<file path="src/rtl/core/sfss_pkg.sv">
// shared types, codes and constants of the sensor frame to seven-segment core
// no dependencies; compiled first
package sfss_pkg;

	// input operation codes
	typedef enum logic [1:0] {
		OP_BYTE   = 2'd0,
		OP_TICK   = 2'd1,
		OP_BUTTON = 2'd2
	} op_t;

	// configuration register indexes
	localparam logic CFG_PERIOD = 1'b0;
	localparam logic CFG_TEMP   = 1'b1;

	localparam logic [5:0] PERIOD_RESET = 6'd60;
	localparam logic [5:0] TEMP_RESET   = 6'd40;

	// frame masks
	localparam logic [15:0] TEMP_MASK = 16'hFFFC;
	localparam logic [15:0] HUM_MASK  = 16'hFFFE;

	// fixed point conversion, results are (raw * scale - offset) / 2^16
	localparam logic [14:0]        TEMP_SCALE  = 15'd17572;
	localparam logic signed [31:0] TEMP_OFFSET = 32'sd307036160;
	localparam logic [6:0]         HUM_SCALE   = 7'd125;
	localparam logic signed [23:0] HUM_OFFSET  = 24'sd393216;

	// lowest temperature that is still shown
	localparam logic signed [14:0] TEMP_SHOW_MIN = -15'sd4675;

	// floor(m / 100) = (m * 5243) >> 19 for m below 43690
	localparam logic [12:0] DIV100_RECIP = 13'd5243;

	localparam logic [6:0] SEG_MINUS = 7'h40;

	// one queued item: state after the beat was applied
	typedef struct packed {
		logic [15:0] temp_raw;
		logic [15:0] hum_raw;
		logic [5:0]  tick_count;
		logic        started;
	} snap_t;

	typedef struct packed {
		logic [3:0] hundreds;
		logic [3:0] tens;
		logic [3:0] ones;
	} bcd3_t;

	// active-high segment pattern of one decimal digit
	function automatic logic [6:0] seg_of(input logic [3:0] d);
		logic [6:0] p;
		begin
			case (d)
				4'd0: p = 7'h3F;
				4'd1: p = 7'h06;
				4'd2: p = 7'h5B;
				4'd3: p = 7'h4F;
				4'd4: p = 7'h66;
				4'd5: p = 7'h6D;
				4'd6: p = 7'h7D;
				4'd7: p = 7'h07;
				4'd8: p = 7'h7F;
				4'd9: p = 7'h6F;
				default: p = 7'h00;
			endcase
			return p;
		end
	endfunction

	// 8-bit binary to three decimal digits by parallel compares
	function automatic bcd3_t bcd8(input logic [7:0] x);
		bcd3_t      b;
		logic [7:0] r;
		logic [7:0] tens10;
		begin
			if (x >= 8'd200) begin
				b.hundreds = 4'd2;
				r = x - 8'd200;
			end else if (x >= 8'd100) begin
				b.hundreds = 4'd1;
				r = x - 8'd100;
			end else begin
				b.hundreds = 4'd0;
				r = x;
			end
			b.tens = 4'd0;
			for (int k = 1; k < 10; k++) begin
				if (r >= 8'(k * 10)) b.tens = 4'(k);
			end
			tens10 = {1'b0, b.tens, 3'b000} + {3'b000, b.tens, 1'b0};
			b.ones = 4'(r - tens10);
			return b;
		end
	endfunction

endpackage

</file>
<file path="src/rtl/core/sfss_in_if.sv">
// input channel: operation code and serial byte with valid/ready
// no dependencies
interface sfss_in_if;
	logic       valid;
	logic       ready;
	logic [1:0] op;
	logic [7:0] data_byte;

	modport source(output valid, output op, output data_byte, input ready);
	modport sink(input valid, input op, input data_byte, output ready);
endinterface

</file>
<file path="src/rtl/core/sfss_out_if.sv">
// result channel: segment patterns, masks and current readings with valid/ready
// no dependencies
interface sfss_out_if;
	logic              valid;
	logic              ready;
	logic [3:0]        digit_enable;
	logic [6:0]        seg_first;
	logic [6:0]        seg_second;
	logic [6:0]        seg_third;
	logic [6:0]        seg_fourth;
	logic [3:0]        point_mask;
	logic              showing_humidity;
	logic signed [14:0] temp_centi;
	logic signed [7:0]  humidity_pct;

	modport source(
		output valid, output digit_enable, output seg_first, output seg_second,
		output seg_third, output seg_fourth, output point_mask,
		output showing_humidity, output temp_centi, output humidity_pct,
		input ready
	);
	modport sink(
		input valid, input digit_enable, input seg_first, input seg_second,
		input seg_third, input seg_fourth, input point_mask,
		input showing_humidity, input temp_centi, input humidity_pct,
		output ready
	);
endinterface

</file>
<file path="src/rtl/core/sfss_front.sv">
// front end: takes input beats, assembles frames, counts ticks, queues snapshots
// depends on sfss_pkg and sfss_in_if
module sfss_front (
	input  logic           clk,
	input  logic           arst_n,
	sfss_in_if.sink        in_ch,
	input  logic [5:0]     period_seconds,
	input  logic           q_full,
	output logic           push,
	output sfss_pkg::snap_t push_data
);
	import sfss_pkg::*;

	logic [1:0]  frame_index_q, frame_index_d;
	logic [23:0] partial_q, partial_d;
	logic [15:0] temp_raw_q, temp_raw_d;
	logic [15:0] hum_raw_q, hum_raw_d;
	logic [5:0]  tick_q, tick_d;
	logic        started_q, started_d;
	logic [5:0]  tick_inc;
	logic [31:0] word;

	assign in_ch.ready = !q_full;
	assign push        = in_ch.valid && !q_full;

	assign tick_inc = tick_q + 6'd1;
	assign word     = {partial_q, in_ch.data_byte};

	// next state for the accepted beat
	always_comb begin
		frame_index_d = frame_index_q;
		partial_d     = partial_q;
		temp_raw_d    = temp_raw_q;
		hum_raw_d     = hum_raw_q;
		tick_d        = tick_q;
		started_d     = started_q;
		case (in_ch.op)
			OP_BYTE: begin
				if (frame_index_q == 2'd3) begin
					temp_raw_d    = word[31:16] & TEMP_MASK;
					hum_raw_d     = word[15:0] & HUM_MASK;
					partial_d     = '0;
					frame_index_d = 2'd0;
				end else begin
					partial_d     = {partial_q[15:0], in_ch.data_byte};
					frame_index_d = frame_index_q + 2'd1;
				end
			end
			OP_TICK: begin
				if (started_q) tick_d = (tick_inc >= period_seconds) ? 6'd0 : tick_inc;
			end
			OP_BUTTON: begin
				started_d = 1'b1;
			end
			default: begin
			end
		endcase
	end

	// snapshot carries the state after this beat
	assign push_data.temp_raw   = temp_raw_d;
	assign push_data.hum_raw    = hum_raw_d;
	assign push_data.tick_count = tick_d;
	assign push_data.started    = started_d;

	// state registers
	always_ff @(posedge clk or negedge arst_n) begin
		if (!arst_n) begin
			frame_index_q <= '0;
			partial_q     <= '0;
			temp_raw_q    <= '0;
			hum_raw_q     <= '0;
			tick_q        <= '0;
			started_q     <= 1'b0;
		end else if (push) begin
			frame_index_q <= frame_index_d;
			partial_q     <= partial_d;
			temp_raw_q    <= temp_raw_d;
			hum_raw_q     <= hum_raw_d;
			tick_q        <= tick_d;
			started_q     <= started_d;
		end
	end

endmodule

</file>
<file path="src/rtl/core/sfss_queue.sv">
// short first-in first-out queue of snapshots between front and back end
// depends on sfss_pkg
module sfss_queue #(
	parameter int DEPTH = 4
) (
	input  logic            clk,
	input  logic            arst_n,
	input  logic            push,
	input  sfss_pkg::snap_t push_data,
	output logic            full,
	input  logic            pop,
	output sfss_pkg::snap_t pop_data,
	output logic            empty
);
	import sfss_pkg::*;

	localparam int AW = (DEPTH > 1) ? $clog2(DEPTH) : 1;
	localparam int CW = $clog2(DEPTH + 1);

	snap_t          mem_q [DEPTH];
	logic [AW-1:0]  wr_ptr_q;
	logic [AW-1:0]  rd_ptr_q;
	logic [CW-1:0]  count_q;

	assign full     = (count_q == CW'(DEPTH));
	assign empty    = (count_q == '0);
	assign pop_data = mem_q[rd_ptr_q];

	// storage
	always_ff @(posedge clk) begin
		if (push) mem_q[wr_ptr_q] <= push_data;
	end

	// pointers and fill count
	always_ff @(posedge clk or negedge arst_n) begin
		if (!arst_n) begin
			wr_ptr_q <= '0;
			rd_ptr_q <= '0;
			count_q  <= '0;
		end else begin
			if (push) wr_ptr_q <= (wr_ptr_q == AW'(DEPTH - 1)) ? '0 : wr_ptr_q + AW'(1);
			if (pop) rd_ptr_q <= (rd_ptr_q == AW'(DEPTH - 1)) ? '0 : rd_ptr_q + AW'(1);
			case ({push, pop})
				2'b10:   count_q <= count_q + CW'(1);
				2'b01:   count_q <= count_q - CW'(1);
				default: count_q <= count_q;
			endcase
		end
	end

endmodule

</file>
<file path="src/rtl/core/sfss_back.sv">
// back end: converts queued readings, splits digits, lays out the display
// depends on sfss_pkg and sfss_out_if
module sfss_back (
	input  logic            clk,
	input  logic            arst_n,
	input  logic            q_empty,
	input  sfss_pkg::snap_t q_data,
	output logic            q_pop,
	input  logic [5:0]      period_seconds,
	input  logic [5:0]      temp_seconds,
	sfss_out_if.source      out_ch
);
	import sfss_pkg::*;

	typedef enum logic [2:0] {
		TC_BIG,
		TC_THOUSANDS,
		TC_POSITIVE,
		TC_NEG_SMALL,
		TC_NEG_BIG
	} tclass_t;

	// stage valids and load enables
	logic v_s1, v_s2, v_s3, v_s4;
	logic en_s1, en_s2, en_s3, en_s4, en_out;
	logic out_valid_q;

	// stage 1: products
	logic [30:0] tprod_s1;
	logic [22:0] hprod_s1;
	logic [5:0]  tick_s1;
	logic        started_s1;

	// stage 2: signed readings and magnitudes
	logic signed [31:0] tnum;
	logic [31:0]        tabs;
	logic [13:0]        tmag_d;
	logic signed [23:0] hnum;
	logic [23:0]        habs;
	logic [6:0]         hmag_d;
	logic signed [14:0] t_s2;
	logic [13:0]        tmag_s2;
	logic signed [7:0]  h_s2;
	logic [6:0]         hmag_s2;
	logic [5:0]         tick_s2;
	logic               started_s2;

	// stage 3: mode, class and reciprocal product
	tclass_t            tclass_d;
	logic signed [14:0] t_s3;
	logic [13:0]        tmag_s3;
	logic signed [7:0]  h_s3;
	logic [6:0]         hmag_s3;
	logic [26:0]        prod_s3;
	tclass_t            tclass_s3;
	logic               show_t_s3;
	logic               show_h_s3;

	// stage 4: decimal digits
	logic [7:0]         hi;
	logic [14:0]        hi100;
	logic [6:0]         lo;
	bcd3_t              bt_s4;
	bcd3_t              bl_s4;
	bcd3_t              bh_s4;
	logic signed [14:0] t_s4;
	logic signed [7:0]  h_s4;
	tclass_t            tclass_s4;
	logic               show_t_s4;
	logic               show_h_s4;

	// layout
	logic [3:0] en_d, pt_d;
	logic       hum_d;
	logic [6:0] sg0, sg1, sg2, sg3;

	// output register
	logic [3:0]         en_q, pt_q;
	logic               hum_q;
	logic [6:0]         sg0_q, sg1_q, sg2_q, sg3_q;
	logic signed [14:0] t_q;
	logic signed [7:0]  h_q;

	// stall chain from the output register back to the queue
	assign en_out = !out_valid_q || out_ch.ready;
	assign en_s4  = !v_s4 || en_out;
	assign en_s3  = !v_s3 || en_s4;
	assign en_s2  = !v_s2 || en_s3;
	assign en_s1  = !v_s1 || en_s2;
	assign q_pop  = en_s1 && !q_empty;

	always_ff @(posedge clk or negedge arst_n) begin
		if (!arst_n) begin
			v_s1        <= 1'b0;
			v_s2        <= 1'b0;
			v_s3        <= 1'b0;
			v_s4        <= 1'b0;
			out_valid_q <= 1'b0;
		end else begin
			if (en_s1) v_s1 <= !q_empty;
			if (en_s2) v_s2 <= v_s1;
			if (en_s3) v_s3 <= v_s2;
			if (en_s4) v_s4 <= v_s3;
			if (en_out) out_valid_q <= v_s4;
		end
	end

	// stage 1: scale raw words
	always_ff @(posedge clk) begin
		if (en_s1) begin
			tprod_s1   <= 31'(q_data.temp_raw) * 31'(TEMP_SCALE);
			hprod_s1   <= 23'(q_data.hum_raw) * 23'(HUM_SCALE);
			tick_s1    <= q_data.tick_count;
			started_s1 <= q_data.started;
		end
	end

	// stage 2: subtract offset, divide by 2^16 truncating toward zero
	assign tnum   = $signed({1'b0, tprod_s1}) - TEMP_OFFSET;
	assign tabs   = tnum[31] ? 32'(-tnum) : 32'(tnum);
	assign tmag_d = tabs[29:16];
	assign hnum   = $signed({1'b0, hprod_s1}) - HUM_OFFSET;
	assign habs   = hnum[23] ? 24'(-hnum) : 24'(hnum);
	assign hmag_d = habs[22:16];

	always_ff @(posedge clk) begin
		if (en_s2) begin
			tmag_s2    <= tmag_d;
			t_s2       <= tnum[31] ? -$signed({1'b0, tmag_d}) : $signed({1'b0, tmag_d});
			hmag_s2    <= hmag_d;
			h_s2       <= hnum[23] ? -$signed({1'b0, hmag_d}) : $signed({1'b0, hmag_d});
			tick_s2    <= tick_s1;
			started_s2 <= started_s1;
		end
	end

	// stage 3: temperature layout class
	always_comb begin
		if (t_s2 >= 15'sd10000) tclass_d = TC_BIG;
		else if (t_s2 >= 15'sd1000) tclass_d = TC_THOUSANDS;
		else if (t_s2 >= 15'sd0) tclass_d = TC_POSITIVE;
		else if (t_s2 > -15'sd1000) tclass_d = TC_NEG_SMALL;
		else tclass_d = TC_NEG_BIG;
	end

	always_ff @(posedge clk) begin
		if (en_s3) begin
			prod_s3   <= 27'(tmag_s2) * 27'(DIV100_RECIP);
			tclass_s3 <= tclass_d;
			show_t_s3 <= started_s2 && (tick_s2 < temp_seconds) && (t_s2 >= TEMP_SHOW_MIN);
			show_h_s3 <= started_s2 && (tick_s2 >= temp_seconds) && (tick_s2 < period_seconds);
			t_s3      <= t_s2;
			tmag_s3   <= tmag_s2;
			h_s3      <= h_s2;
			hmag_s3   <= hmag_s2;
		end
	end

	// stage 4: split magnitude into hundreds part and remainder, then digits
	assign hi    = prod_s3[26:19];
	assign hi100 = 15'({hi, 6'b0}) + 15'({hi, 5'b0}) + 15'({hi, 2'b0});
	assign lo    = 7'(15'(tmag_s3) - hi100);

	always_ff @(posedge clk) begin
		if (en_s4) begin
			bt_s4     <= bcd8(hi);
			bl_s4     <= bcd8({1'b0, lo});
			bh_s4     <= bcd8({1'b0, hmag_s3});
			t_s4      <= t_s3;
			h_s4      <= h_s3;
			tclass_s4 <= tclass_s3;
			show_t_s4 <= show_t_s3;
			show_h_s4 <= show_h_s3;
		end
	end

	// display layout; digit weights 10^4..10^2 in bt_s4, 10^1..10^0 in bl_s4
	always_comb begin
		en_d  = '0;
		pt_d  = '0;
		hum_d = 1'b0;
		sg0   = '0;
		sg1   = '0;
		sg2   = '0;
		sg3   = '0;
		if (show_t_s4) begin
			case (tclass_s4)
				TC_BIG: begin
					sg0 = seg_of(bt_s4.hundreds);
					sg1 = seg_of(bt_s4.tens);
					sg2 = seg_of(bt_s4.ones);
					sg3 = seg_of(bl_s4.tens);
					en_d = 4'hF;
					pt_d = 4'h4;
				end
				TC_THOUSANDS: begin
					sg0 = seg_of(bt_s4.tens);
					sg1 = seg_of(bt_s4.ones);
					sg2 = seg_of(bl_s4.tens);
					sg3 = seg_of(bl_s4.ones);
					en_d = 4'hF;
					pt_d = 4'h2;
				end
				TC_POSITIVE: begin
					sg0 = seg_of(bt_s4.ones);
					sg1 = seg_of(bl_s4.tens);
					sg2 = seg_of(bl_s4.ones);
					en_d = 4'h7;
					pt_d = 4'h1;
				end
				TC_NEG_SMALL: begin
					sg0 = SEG_MINUS;
					sg1 = seg_of(bt_s4.ones);
					sg2 = seg_of(bl_s4.tens);
					sg3 = seg_of(bl_s4.ones);
					en_d = 4'hF;
					pt_d = 4'h2;
				end
				default: begin
					sg0 = SEG_MINUS;
					sg1 = seg_of(bt_s4.tens);
					sg2 = seg_of(bt_s4.ones);
					sg3 = seg_of(bl_s4.tens);
					en_d = 4'hF;
					pt_d = 4'h4;
				end
			endcase
		end else if (show_h_s4) begin
			hum_d = 1'b1;
			if (h_s4 >= 8'sd100) begin
				sg0  = seg_of(4'd1);
				sg1  = seg_of(4'd0);
				sg2  = seg_of(4'd0);
				en_d = 4'h7;
			end else if (h_s4 >= 8'sd10) begin
				sg0  = seg_of(bh_s4.tens);
				sg1  = seg_of(bh_s4.ones);
				en_d = 4'h3;
			end else if (h_s4 >= 8'sd0) begin
				sg0  = seg_of(bh_s4.ones);
				en_d = 4'h1;
			end else begin
				sg0  = seg_of(4'd0);
				en_d = 4'h1;
			end
		end
	end

	// output register
	always_ff @(posedge clk) begin
		if (en_out) begin
			en_q  <= en_d;
			pt_q  <= pt_d;
			hum_q <= hum_d;
			sg0_q <= sg0;
			sg1_q <= sg1;
			sg2_q <= sg2;
			sg3_q <= sg3;
			t_q   <= t_s4;
			h_q   <= h_s4;
		end
	end

	assign out_ch.valid            = out_valid_q;
	assign out_ch.digit_enable     = en_q;
	assign out_ch.seg_first        = sg0_q;
	assign out_ch.seg_second       = sg1_q;
	assign out_ch.seg_third        = sg2_q;
	assign out_ch.seg_fourth       = sg3_q;
	assign out_ch.point_mask       = pt_q;
	assign out_ch.showing_humidity = hum_q;
	assign out_ch.temp_centi       = t_q;
	assign out_ch.humidity_pct     = h_q;

endmodule

</file>
<file path="src/rtl/core/sensor_frame_to_seven_segment_core.sv">
// top level: sensor frame to seven-segment display core
// a result is valid once its accepted input beat has passed the snapshot queue, back end and output register
// throughput: one beat per cycle unless the queue is full; the back end is a 4-stage pipeline plus output register
// input ready drops only when the snapshot queue (QUEUE_DEPTH entries) is full
// reset (arst_n low): frame, tick count and started flag cleared, queue empty, no result valid,
// period_seconds 60 and temp_seconds 40
module sensor_frame_to_seven_segment_core #(
	parameter int QUEUE_DEPTH = 4
) (
	input  logic       clk,
	input  logic       arst_n,
	sfss_in_if.sink    in_ch,
	sfss_out_if.source out_ch,
	input  logic       cfg_write,
	input  logic       cfg_index,
	input  logic [5:0] cfg_data
);
	import sfss_pkg::*;

	logic [5:0] period_q;
	logic [5:0] temp_q;
	logic       q_push;
	logic       q_full;
	logic       q_pop;
	logic       q_empty;
	snap_t      q_in;
	snap_t      q_out;

	// configuration registers
	always_ff @(posedge clk or negedge arst_n) begin
		if (!arst_n) begin
			period_q <= PERIOD_RESET;
			temp_q   <= TEMP_RESET;
		end else if (cfg_write) begin
			case (cfg_index)
				CFG_PERIOD: period_q <= cfg_data;
				CFG_TEMP:   temp_q   <= cfg_data;
				default:    period_q <= period_q;
			endcase
		end
	end

	sfss_front u_front (
		.clk            (clk),
		.arst_n         (arst_n),
		.in_ch          (in_ch),
		.period_seconds (period_q),
		.q_full         (q_full),
		.push           (q_push),
		.push_data      (q_in)
	);

	sfss_queue #(
		.DEPTH (QUEUE_DEPTH)
	) u_queue (
		.clk       (clk),
		.arst_n    (arst_n),
		.push      (q_push),
		.push_data (q_in),
		.full      (q_full),
		.pop       (q_pop),
		.pop_data  (q_out),
		.empty     (q_empty)
	);

	sfss_back u_back (
		.clk            (clk),
		.arst_n         (arst_n),
		.q_empty        (q_empty),
		.q_data         (q_out),
		.q_pop          (q_pop),
		.period_seconds (period_q),
		.temp_seconds   (temp_q),
		.out_ch         (out_ch)
	);

	// front never writes into a full queue
	a_no_overflow: assert property (@(posedge clk) disable iff (!arst_n)
		q_push |-> !q_full)
		else $error("snapshot pushed into full queue");

	// a blank beat has nothing lit
	a_blank: assert property (@(posedge clk) disable iff (!arst_n)
		(out_ch.valid && out_ch.digit_enable == 4'h0) |->
		(out_ch.seg_first == 7'h00 && out_ch.seg_second == 7'h00 &&
		out_ch.seg_third == 7'h00 && out_ch.seg_fourth == 7'h00 &&
		out_ch.point_mask == 4'h0 && !out_ch.showing_humidity))
		else $error("blank beat with lit segments");

	// humidity layouts use no points and never the fourth digit
	a_hum_layout: assert property (@(posedge clk) disable iff (!arst_n)
		(out_ch.valid && out_ch.showing_humidity) |->
		(out_ch.point_mask == 4'h0 && !out_ch.digit_enable[3] && out_ch.digit_enable[0]))
		else $error("bad humidity layout");

endmodule
</file>
<file path="src/flat_wrapper.sv">
// flat-port wrapper written by rule: the top's interface ports become plain ports
module sensor_frame_to_seven_segment_core_flat import sfss_pkg::*;
#(
	parameter int QUEUE_DEPTH = 4
)
  (clk, arst_n, cfg_write, cfg_index, cfg_data, in_ch_valid, in_ch_op, in_ch_data_byte, in_ch_ready, out_ch_valid, out_ch_digit_enable, out_ch_seg_first, out_ch_seg_second, out_ch_seg_third, out_ch_seg_fourth, out_ch_point_mask, out_ch_showing_humidity, out_ch_temp_centi, out_ch_humidity_pct, out_ch_ready);
  sfss_in_if in_ch_i ();
  sfss_out_if out_ch_i ();
  input  logic clk;
  input  logic arst_n;
  input  logic cfg_write;
  input  logic cfg_index;
  input  logic [5:0] cfg_data;
  input wire logic [$bits(in_ch_i.valid)-1:0] in_ch_valid;
  input wire logic [$bits(in_ch_i.op)-1:0] in_ch_op;
  input wire logic [$bits(in_ch_i.data_byte)-1:0] in_ch_data_byte;
  output wire logic [$bits(in_ch_i.ready)-1:0] in_ch_ready;
  output wire logic [$bits(out_ch_i.valid)-1:0] out_ch_valid;
  output wire logic [$bits(out_ch_i.digit_enable)-1:0] out_ch_digit_enable;
  output wire logic [$bits(out_ch_i.seg_first)-1:0] out_ch_seg_first;
  output wire logic [$bits(out_ch_i.seg_second)-1:0] out_ch_seg_second;
  output wire logic [$bits(out_ch_i.seg_third)-1:0] out_ch_seg_third;
  output wire logic [$bits(out_ch_i.seg_fourth)-1:0] out_ch_seg_fourth;
  output wire logic [$bits(out_ch_i.point_mask)-1:0] out_ch_point_mask;
  output wire logic [$bits(out_ch_i.showing_humidity)-1:0] out_ch_showing_humidity;
  output wire logic [$bits(out_ch_i.temp_centi)-1:0] out_ch_temp_centi;
  output wire logic [$bits(out_ch_i.humidity_pct)-1:0] out_ch_humidity_pct;
  input wire logic [$bits(out_ch_i.ready)-1:0] out_ch_ready;
  assign in_ch_i.valid = in_ch_valid;
  assign in_ch_i.op = in_ch_op;
  assign in_ch_i.data_byte = in_ch_data_byte;
  assign in_ch_ready = in_ch_i.ready;
  assign out_ch_valid = out_ch_i.valid;
  assign out_ch_digit_enable = out_ch_i.digit_enable;
  assign out_ch_seg_first = out_ch_i.seg_first;
  assign out_ch_seg_second = out_ch_i.seg_second;
  assign out_ch_seg_third = out_ch_i.seg_third;
  assign out_ch_seg_fourth = out_ch_i.seg_fourth;
  assign out_ch_point_mask = out_ch_i.point_mask;
  assign out_ch_showing_humidity = out_ch_i.showing_humidity;
  assign out_ch_temp_centi = out_ch_i.temp_centi;
  assign out_ch_humidity_pct = out_ch_i.humidity_pct;
  assign out_ch_i.ready = out_ch_ready;
  sensor_frame_to_seven_segment_core #(.QUEUE_DEPTH(QUEUE_DEPTH)) u_core (.clk(clk), .arst_n(arst_n), .in_ch(in_ch_i), .out_ch(out_ch_i), .cfg_write(cfg_write), .cfg_index(cfg_index), .cfg_data(cfg_data));
endmodule
</file>
<file path="config.mk">
export PLATFORM = sky130hd
export DESIGN_NAME = sensor_frame_to_seven_segment_core_flat
export DESIGN_NICKNAME = d
export VERILOG_FILES = /design/src/rtl/core/sfss_pkg.sv /design/src/rtl/core/sfss_in_if.sv /design/src/rtl/core/sfss_out_if.sv /design/src/rtl/core/sfss_front.sv /design/src/rtl/core/sfss_queue.sv /design/src/rtl/core/sfss_back.sv /design/src/rtl/core/sensor_frame_to_seven_segment_core.sv /design/src/flat_wrapper.sv
export SDC_FILE = /design/constraint.sdc
export NUM_CORES = 1
export LEC_CHECK = 0
export BUFFER_PORTS_ARGS = -buffer_cell sky130_fd_sc_hd__buf_2
export CORE_MARGIN = 2
export CORE_UTILIZATION = 47
export CTS_BUF_LIST = sky130_fd_sc_hd__clkbuf_16
export DETAILED_ROUTE_END_ITERATION = 8
export PLACE_DENSITY_LB_ADDON = 0.12
export SLEW_MARGIN = 20
export SYNTH_ARGS = -nofsm -noshare
export SYNTH_HDL_FRONTEND = slang
export SYNTH_SLANG_ARGS = --single-unit
export TNS_END_PERCENT = 5
</file>
<file path="constraint.sdc">
create_clock -name clk -period 11.1 [get_ports clk]
set_input_delay 3.33 -clock clk [delete_from_list [all_inputs] [get_ports clk]]
set_output_delay 3.33 -clock clk [all_outputs]
set_load 0.05 [all_outputs]
</file>
==> metrics.md, run 1 <==
| Metric | Value |
|---|---|
| Outcome | `completed` |
| Cts repair resizes | `0` |
| Hold-fix buffers, CTS | `0` |
| RSZ-0062 raised after global routing | `false` |
| Yosys warning count | `0` |
| Num rows | `between 90 and 100` |
| WL final | `63500 µm` |
| Drt via density | `5.29` |
| GRT overflow | `0` |
| Worst-Margin Slew | `about 0.98 ns` |
| Met2 routed WL | `approximately 31000 µm` |
| Hpwl dp | `between 40000 and 50000 µm` |
| Slew Limit Fails | `0` |
| Worst hold path class | `reg2reg` |
| CTS buffer count | `slightly below 60` |
| Post-DRT Antenna Nets | `0` |
| # IOs | `between 80 and 90` |
| Worst Hold End | `u_core.u_back.hmag_s3[2]` |
| Syn_nets | `~3100` |
| Final setup viols | `0` |
| Longest Clk Path Bufs | `3` |
| Drt first-iter violations | `~1200` |
| Area grow syn2layout | `10.5%` |
| Reg-to-reg critical path startpoint | `u_core.u_queue.rd_ptr_q[0]` |
| Num Clock Sinks | `~560` |
| DRC violations left | `0` |
| Crit-path max FO | `38` |
| Reg2reg path depth | `22` |
| Initial Util | `0.474` |
| CTS HTree Levels | `2` |
| First-pass GRT wire length | `roughly 110000 µm` |
| CTS tree | `done` |
| Maxcap violations | `0` |
| Min cycle time layout | `between 6 and 7 ns` |
| Worst EP required | `around 11 ns` |
| Syn avg cell area | `about 13 µm²` |
| Highest routed layer | `met5` |
| Critical Path Sink Type | `register` |
| Seq/Total Area, Yosys | `0.481` |
| Largest net degree at the start of global routing | `a little over 60` |
| Crit path DAT | `6.93 ns` |
| Met3 wire len | `~2400 µm` |
| Clk_lat worst skew | `0.62 ns` |
| Worst Hold Path Cells | `0` |
| Post-synth cell types | `96` |
| Min-delay src | `u_core.u_back.hmag_s2[2]` |
| Primary FF master, synth | `edfxtp_1` |
| Final Skew | `~0.023 ns` |
| Period utilization | `0.593` |
| Routability cong. | `about 0.88` |
| Yosys reg bits | `around 560` |
| Nets | `between 3000 and 4000` |
| Clock root buffer | `clkbuf_16` |
| Most frequent cells in the layout | `edfxtp_1 (425), ha_1 (336), inv_1 (321)` |
| Die Ht | `approximately 270 µm` |
| Rel. slew slack | `0.337` |
| Mapped cell area | `33200 µm²` |
| Post-synth EDFFs | `~430` |
| Initial antenna violation count | `3` |
| Vias | `between 15000 and 20000` |
| Metal-1 WL | `roughly 28000 µm` |
| IO buf count | `roughly 80` |
| Total GRT Usage | `0.177` |
| WS Path Type | `reg2reg` |
| Reg2Reg Setup Slack | `around 4.5 ns` |
| Core Area | `69900 µm²` |
| Clock-pin slew of the registers on the worst-case setup and hold paths | `0.06 ns` |
| Fillers | `6032` |
| Synth Instances | `~2600` |
| Crit start category | `register` |
| Async set or reset register ratio after synthesis | `0.159` |
| DIE WIDTH | `270 µm` |
| Wirelength per Cell | `17.0 µm` |
| Die area | `slightly above 70000 µm²` |
| Fin Setup TNS | `0 ns` |
| Post-CTS setup buffers | `0` |
| Max Freq | `between 0.15 and 0.2 GHz` |
| TritonRoute pass-1 iters | `7` |
| Vias in the first global route | `20500` |
| Final Hold Viols | `0` |
| Worst reg2reg path endpoint | `u_core.u_back.tprod_s1[30]` |
| Commonest non-fill, non-tap cell in the layout | `edfxtp_1` |
| Layout cells sized above 1 | `0.128` |
## sequential cells by signal, summed over array words and instances (netlist names), 16 cells and up, named ones only
name / count
u_core.u_front.temp_raw_q: 16
u_core.u_front.partial_q: 24
u_core.u_front.hum_raw_q: 16
u_core.u_back.hprod_s1: 23
u_core.u_queue.mem_q: 156
u_core.u_back.tprod_s1: 29
## metrics by stage
stage / setup WS [ns] / hold slack, ns / instance area, µm² / cells / utilization
after floorplan: 2.43 / 0.400 / 33200 / 2632 / -
after global placement: 4.65 / 0.402 / 34700 / 3610 / 0.496
after detailed placement: 4.53 / 0.405 / 34700 / 3610 / 0.496
after CTS: 4.48 / 0.415 / 36600 / 3722 / 0.524
after global routing: 3.90 / 0.425 / 36600 / 3722 / 0.524
final: 4.52 / 0.409 / 36600 / 3723 / 0.524
## kinds of logic (layout without fill, tap and decap cells)
kind of cell	after synthesis	count (layout)	share of synthesized area
other	1	2	0.000113
adder cells (fa/ha/maj)	486	486	0.217
multiplexers	158	158	0.0655
AO/OA/AOI/OAI	430	430	0.0858
AND/OR/NAND/NOR	507	507	0.0747
XOR/XNOR	119	119	0.0337
buffers and inverters	370	520	0.0421
flip-flops	561	561	0.481
## worst max-delay path by stage
stage	to	start	cells past startpoint
2_1_floorplan	register	out_ch_ready	11
3_3_place_gp	u_core.u_back.tprod_s1[30]	u_core.u_queue.rd_ptr_q[0]	20
3_5_place_dp	u_core.u_back.tprod_s1[30]	u_core.u_queue.rd_ptr_q[0]	22
4_1_cts	u_core.u_back.tprod_s1[30]	u_core.u_queue.rd_ptr_q[0]	20
5_1_grt	u_core.u_back.tprod_s1[30]	u_core.u_queue.rd_ptr_q[0]	22
6_report	u_core.u_back.tprod_s1[30]	u_core.u_queue.rd_ptr_q[0]	22
## layer usage
metal	GRT usage	up-vias
li1	-	9617
met1	0.229	9605
met2	0.310	359
met3	0.0244	111
met4	0.0534	4
met5	0	-
## Yosys cell counts (35+ instances only)
master	number	share of area
mux2_2	79	0.027
mux2i_1	37	0.011
edfxtp_1	425	0.38
xor2_1	35	0.0092
nand2_1	156	0.018
inv_1	308	0.035
o21ai_0	122	0.018
clkbuf_1	44	0.0050
nand2b_1	45	0.0085
ha_1	336	0.13
a21oi_1	91	0.014
nor2_1	110	0.012
dfrtp_1	83	0.063
mux4_2	39	0.026
nor3_1	35	0.0053
fa_1	150	0.091
xnor2_1	76	0.020
dfxtp_1	47	0.028
## final cells by class
type,count,area (µm²),area share
Sequential cell,561,15900,0.435
Multi-Input combinational cell,1701,15900,0.433
Clock buffer,61,1530,0.0417
Tap cell,940,1180,0.0321
Inverter,311,1170,0.0319
Timing Repair Buffer,97,526,0.0143
Clock inverter,51,448,0.0122
Antenna cell,1,2.50,0.0000683
## worst max-delay path, stage by stage, from the launching register on
cell and delay [ns]:
dfrtp_2 0.40, buf_4 0.65, mux4_2 0.65, ha_1 0.38
ha_1 0.29, ha_1 0.27, inv_1 0.05, fa_1 0.49
inv_1 0.04, ha_1 0.21, inv_1 0.07, fa_1 0.21
nor2b_1 0.06, o21ai_0 0.22, a21boi_0 0.15, o21ai_0 0.23
a21oi_1 0.15, a2111oi_0 0.66, o311ai_0 0.31, a41o_1 0.32
a21oi_1 0.19, o21ai_0 0.11, a21o_1 0.19
Power of run 1 is not shown: default switching activity piles up to over one toggle a cycle in this logic, so the estimate is an artifact.
==> run 2: changes to the inputs <==
ABC_AREA = 1   (was default)
clock period = 6.69 ns   (was 11.1 ns; I/O delays follow)
==> run 2 against run 1 <==
Register-to-register slack worse by 3.8 ns. Flip-flop and latch count stayed put. Sequential share of layout area is 0.35 points lower. Synthesized cell count is 20% higher. Global-route usage is 0.075 points higher. Worst hold slack better by 0.0030 ns. Design area is 0.82% higher. Fmax is 11% higher. Via count is 8.6% higher. Area after synthesis hardly changed. Critical path type unchanged.
==> metrics.md, run 2 <==
| Metric | Value |
|---|---|
| Outcome | `completed` |
| CTS HTree Levels | `2 (unchanged)` |
| Area grow syn2layout | `11.4%` |
| Initial Util | `0.474 (about the same)` |
| DRC violations left | `0 (unchanged)` |
| Final setup viols | `0 (unchanged)` |
| Register name with the most flops | `u_core.u_queue.mem_q` |
| Post-DRT Antenna Nets | `0 (unchanged)` |
| Nets | `3798 (+17%)` |
| Yosys warning count | `0 (unchanged)` |
| Vias in the first global route | `21600 (+5.5%)` |
| Most frequent cells in the layout | `inv_1 (522), nand2_1 (479), edfxtp_1 (425)` |
| Worst EP required | `7.05 ns (-4.40 ns)` |
| Syn avg cell area | `10.5 µm² (-17%)` |
| Mux contribution to synthesized area | `0.000302 (-0.0652)` |
| Max reg flops | `156 (unchanged)` |
| Syn_nets | `3678 (+17%)` |
| IO buf count | `82 (unchanged)` |
| Final Hold Viols | `0 (unchanged)` |
| Post-synth EDFFs | `425 (unchanged)` |
| TritonRoute pass-1 iters | `5 (-2)` |
| Non-Filler Instances | `4281 (+15%)` |
| Core Area | `69900 µm² (unchanged)` |
| Clk_lat worst skew | `0.62 ns (about the same)` |
| RSZ-0062 raised after global routing | `false` |
| Wirelength per Cell | `14.9 µm (-13%)` |
| First-pass GRT wire length | `107000 µm (+1.6%)` |
| Vias | `21400 (+8.6%)` |
| Hold_ws | `0.412 ns (+0.00299 ns)` |
| Post-CTS setup buffers | `0 (unchanged)` |
| Post-Synth XOR/XNOR Area | `0.0297 (-0.00401)` |
| Synth Area in Compound Gates | `0.0911 (+0.00529)` |
| Post-synth top area share | `0.385 (about the same)` |
| Hold-fix buffers, CTS | `0 (unchanged)` |
| Total GRT Usage | `0.178 (+0.000752)` |
| Num rows | `97 (unchanged)` |
| Worst hold path class | `reg2reg` |
| Longest Clk Path Bufs | `3 (unchanged)` |
| Post-synth cell types | `65 (-32%)` |
| Commonest non-fill, non-tap cell in the layout | `inv_1` |
| Async set or reset register ratio after synthesis | `0.159 (unchanged)` |
| Min cycle time layout | `5.92 ns (-0.655 ns)` |
| Largest registers | `u_core.u_queue.mem_q x156, u_core.u_back.tprod_s1 x29, u_core.u_front.partial_q x24` |
| Maxcap violations | `0 (unchanged)` |
| Crit-path max FO | `33 (-13%)` |
| Seq/Total Area, Yosys | `0.480 (about the same)` |
| Hpwl dp | `48100 µm (+0.83%)` |
| Drt first-iter violations | `1278 (+7.3%)` |
| CTS buffer count | `60 (+1.7%)` |
| Most common cell in the netlist | `inv_1` |
| Slowest CP cell | `fa_1` |
| Initial antenna violation count | `0 (-3)` |
| Rel. slew slack | `0.331 (-0.00518)` |
| Mapped cell area | `33200 µm² (about the same)` |
| Cts repair resizes | `0 (unchanged)` |
| Crit start category | `register` |
| Fin Setup TNS | `0 ns (unchanged)` |
| Die area | `72700 µm² (about the same)` |
| Critical Path Sink Type | `register` |
| Worst-path cell chain | `inv_2 -> buf_4 -> o21ai_0 -> o22ai_1 -> ha_1 -> inv_1 -> fa_1 -> fa_1 -> inv_1 -> fa_1 -> ha_1 -> a21oi_1 -> inv_1 -> nor2_1 -> o221ai_1 -> a21oi_1 -> o21ai_0 -> a31oi_1 -> o21ai_0 -> a21oi_1 -> nor2_1 -> nor2_1 -> xnor2_1` |
| Adder-cell share of the synthesized area | `0.217 (about the same)` |
| Fillers | `6210 (+3.0%)` |
| Synth Area in Simple Gates | `0.112 (+0.0370)` |
| Layout cells sized above 1 | `0.0973 (-0.0303)` |
| Max Freq | `0.169 GHz (+11%)` |
| Final Skew | `0.0239 ns (+0.000792 ns)` |
| Ant diodes | `0 (-1)` |
| Largest net degree at the start of global routing | `66 (+8.2%)` |
| Die Ht | `270 µm (about the same)` |
| Period utilization | `0.885 (+0.293)` |
| Largest family of logic cells by synthesized area | `adder cells` |
| Reg2Reg Setup Slack | `0.77 ns (-3.76 ns)` |
| Top post-synthesis cells by area | `edfxtp_1 (38%), ha_1 (13%), fa_1 (9.1%)` |
| CP peak stage delay | `0.55 ns (-0.11 ns)` |
| Cell taking the most area after synthesis | `edfxtp_1` |
| Primary FF master, synth | `edfxtp_1` |
| Clock-pin slew of the registers on the worst-case setup and hold paths | `0.06 ns (about the same)` |
| Yosys reg bits | `561 (unchanged)` |
| WL final | `63600 µm (+0.26%)` |
| Drt via density | `5.00 (-5.5%)` |
| GRT overflow | `0 (unchanged)` |
| CTS tree | `done` |
| Crit path DAT | `6.28 ns (-0.65 ns)` |
| Dpl cells | `4168 (+15%)` |
| Synth Instances | `3170 (+20%)` |
| # IOs | `84 (unchanged)` |
| Clock root buffer | `clkbuf_16` |
| Routability cong. | `0.864 (-2.2%)` |
| DIE WIDTH | `270 µm (about the same)` |
| WS Path Type | `reg2reg` |
| Post-synth top cells | `inv_1 (517), nand2_1 (479), edfxtp_1 (425)` |
| Slew Limit Fails | `0 (unchanged)` |
| Worst-Margin Slew | `0.992 ns (+0.00976 ns)` |
| Num Clock Sinks | `561 (unchanged)` |
run 2: cell count changes after synthesis, moves of 32 or more:
| cell | change |
|---|---|
| nor2_1 | +72 |
| a21oi_1 | +32 |
| o22ai_1 | +50 |
| nand2_1 | +323 |
| mux2i_1 | -36 |
| nand3_1 | +71 |
| inv_1 | +209 |
| nand2b_1 | -45 |
| mux2_2 | -79 |
| xnor2_1 | -43 |
| o21ai_0 | +148 |
| xor2_1 | +37 |
| mux4_2 | -39 |
run 2: final timing paths:
check / from / to / cells after the start
max in group asynchronous: arst_n / u_core.u_queue.rd_ptr_q[0] / 2
worst min-delay path: u_core.u_back.tick_s1[3] / u_core.u_back.tick_s2[3] / 0
worst max register to register: u_core.u_queue.rd_ptr_q[0] / u_core.u_back.tprod_s1[29] / 23
min in group asynchronous: arst_n / u_core.u_front.hum_raw_q[6] / 1
worst min register to register: u_core.u_back.tick_s1[3] / u_core.u_back.tick_s2[3] / 0
worst max-delay path: u_core.u_queue.rd_ptr_q[0] / u_core.u_back.tprod_s1[29] / 23
run 2: through the flow:
stage               worst slack [ns]   util  area [µm²]
floorplan                    -0.0983      -       33200
CTS                            0.743  0.528       36900
global route                   0.270  0.528       36900
global placement               0.888  0.499       34900
detailed placement             0.762  0.499       34900
finish                         0.767  0.528       36900
run 2: area by class of cell:
| class | instances | area, µm² | area share |
|---|---|---|---|
| clock inverter | 52 | 539 | 0.0146 |
| multi-input combinational | 2009 | 15000 | 0.406 |
| clock buffer | 61 | 1530 | 0.0413 |
| timing repair buffer | 120 | 718 | 0.0194 |
| sequential | 561 | 15900 | 0.431 |
| inverter | 538 | 2040 | 0.0551 |
| tap | 940 | 1180 | 0.0318 |
run 2: cell families (layout without fill, tap and decap cells):
| group | Yosys count | in the layout |
|---|---|---|
| and+or+nand+nor | 868 | 868 |
| buffers and inverters | 600 | 771 |
| DFF | 561 | 561 |
| AOI/OAI and AO/OA | 544 | 544 |
| adders and majority gates | 486 | 486 |
| xor gates and xnor gates | 109 | 109 |
| other | 1 | 1 |
| muxes | 1 | 1 |
run 2: critical path, delay by kind of cell, from the launching register on:
family	cells	cell delay [ns]
xor gates and xnor gates	1	0.08
buffers and inverters	5	0.82
adders and majority gates	5	2.12
AOI/OAI and AO/OA	9	1.95
DFF	1	0.41
and+or+nand+nor	3	0.30
run 2: layer usage:
layer  wire [µm]  track usage  vias to the layer above
li1            -            -                    10900
met1       29200        0.232                    10100
met2       31100        0.314                      310
met3        2020       0.0217                       82
met4        1300       0.0452                        0
met5           0            0                        -
Power of run 2 is left out for the same reason.
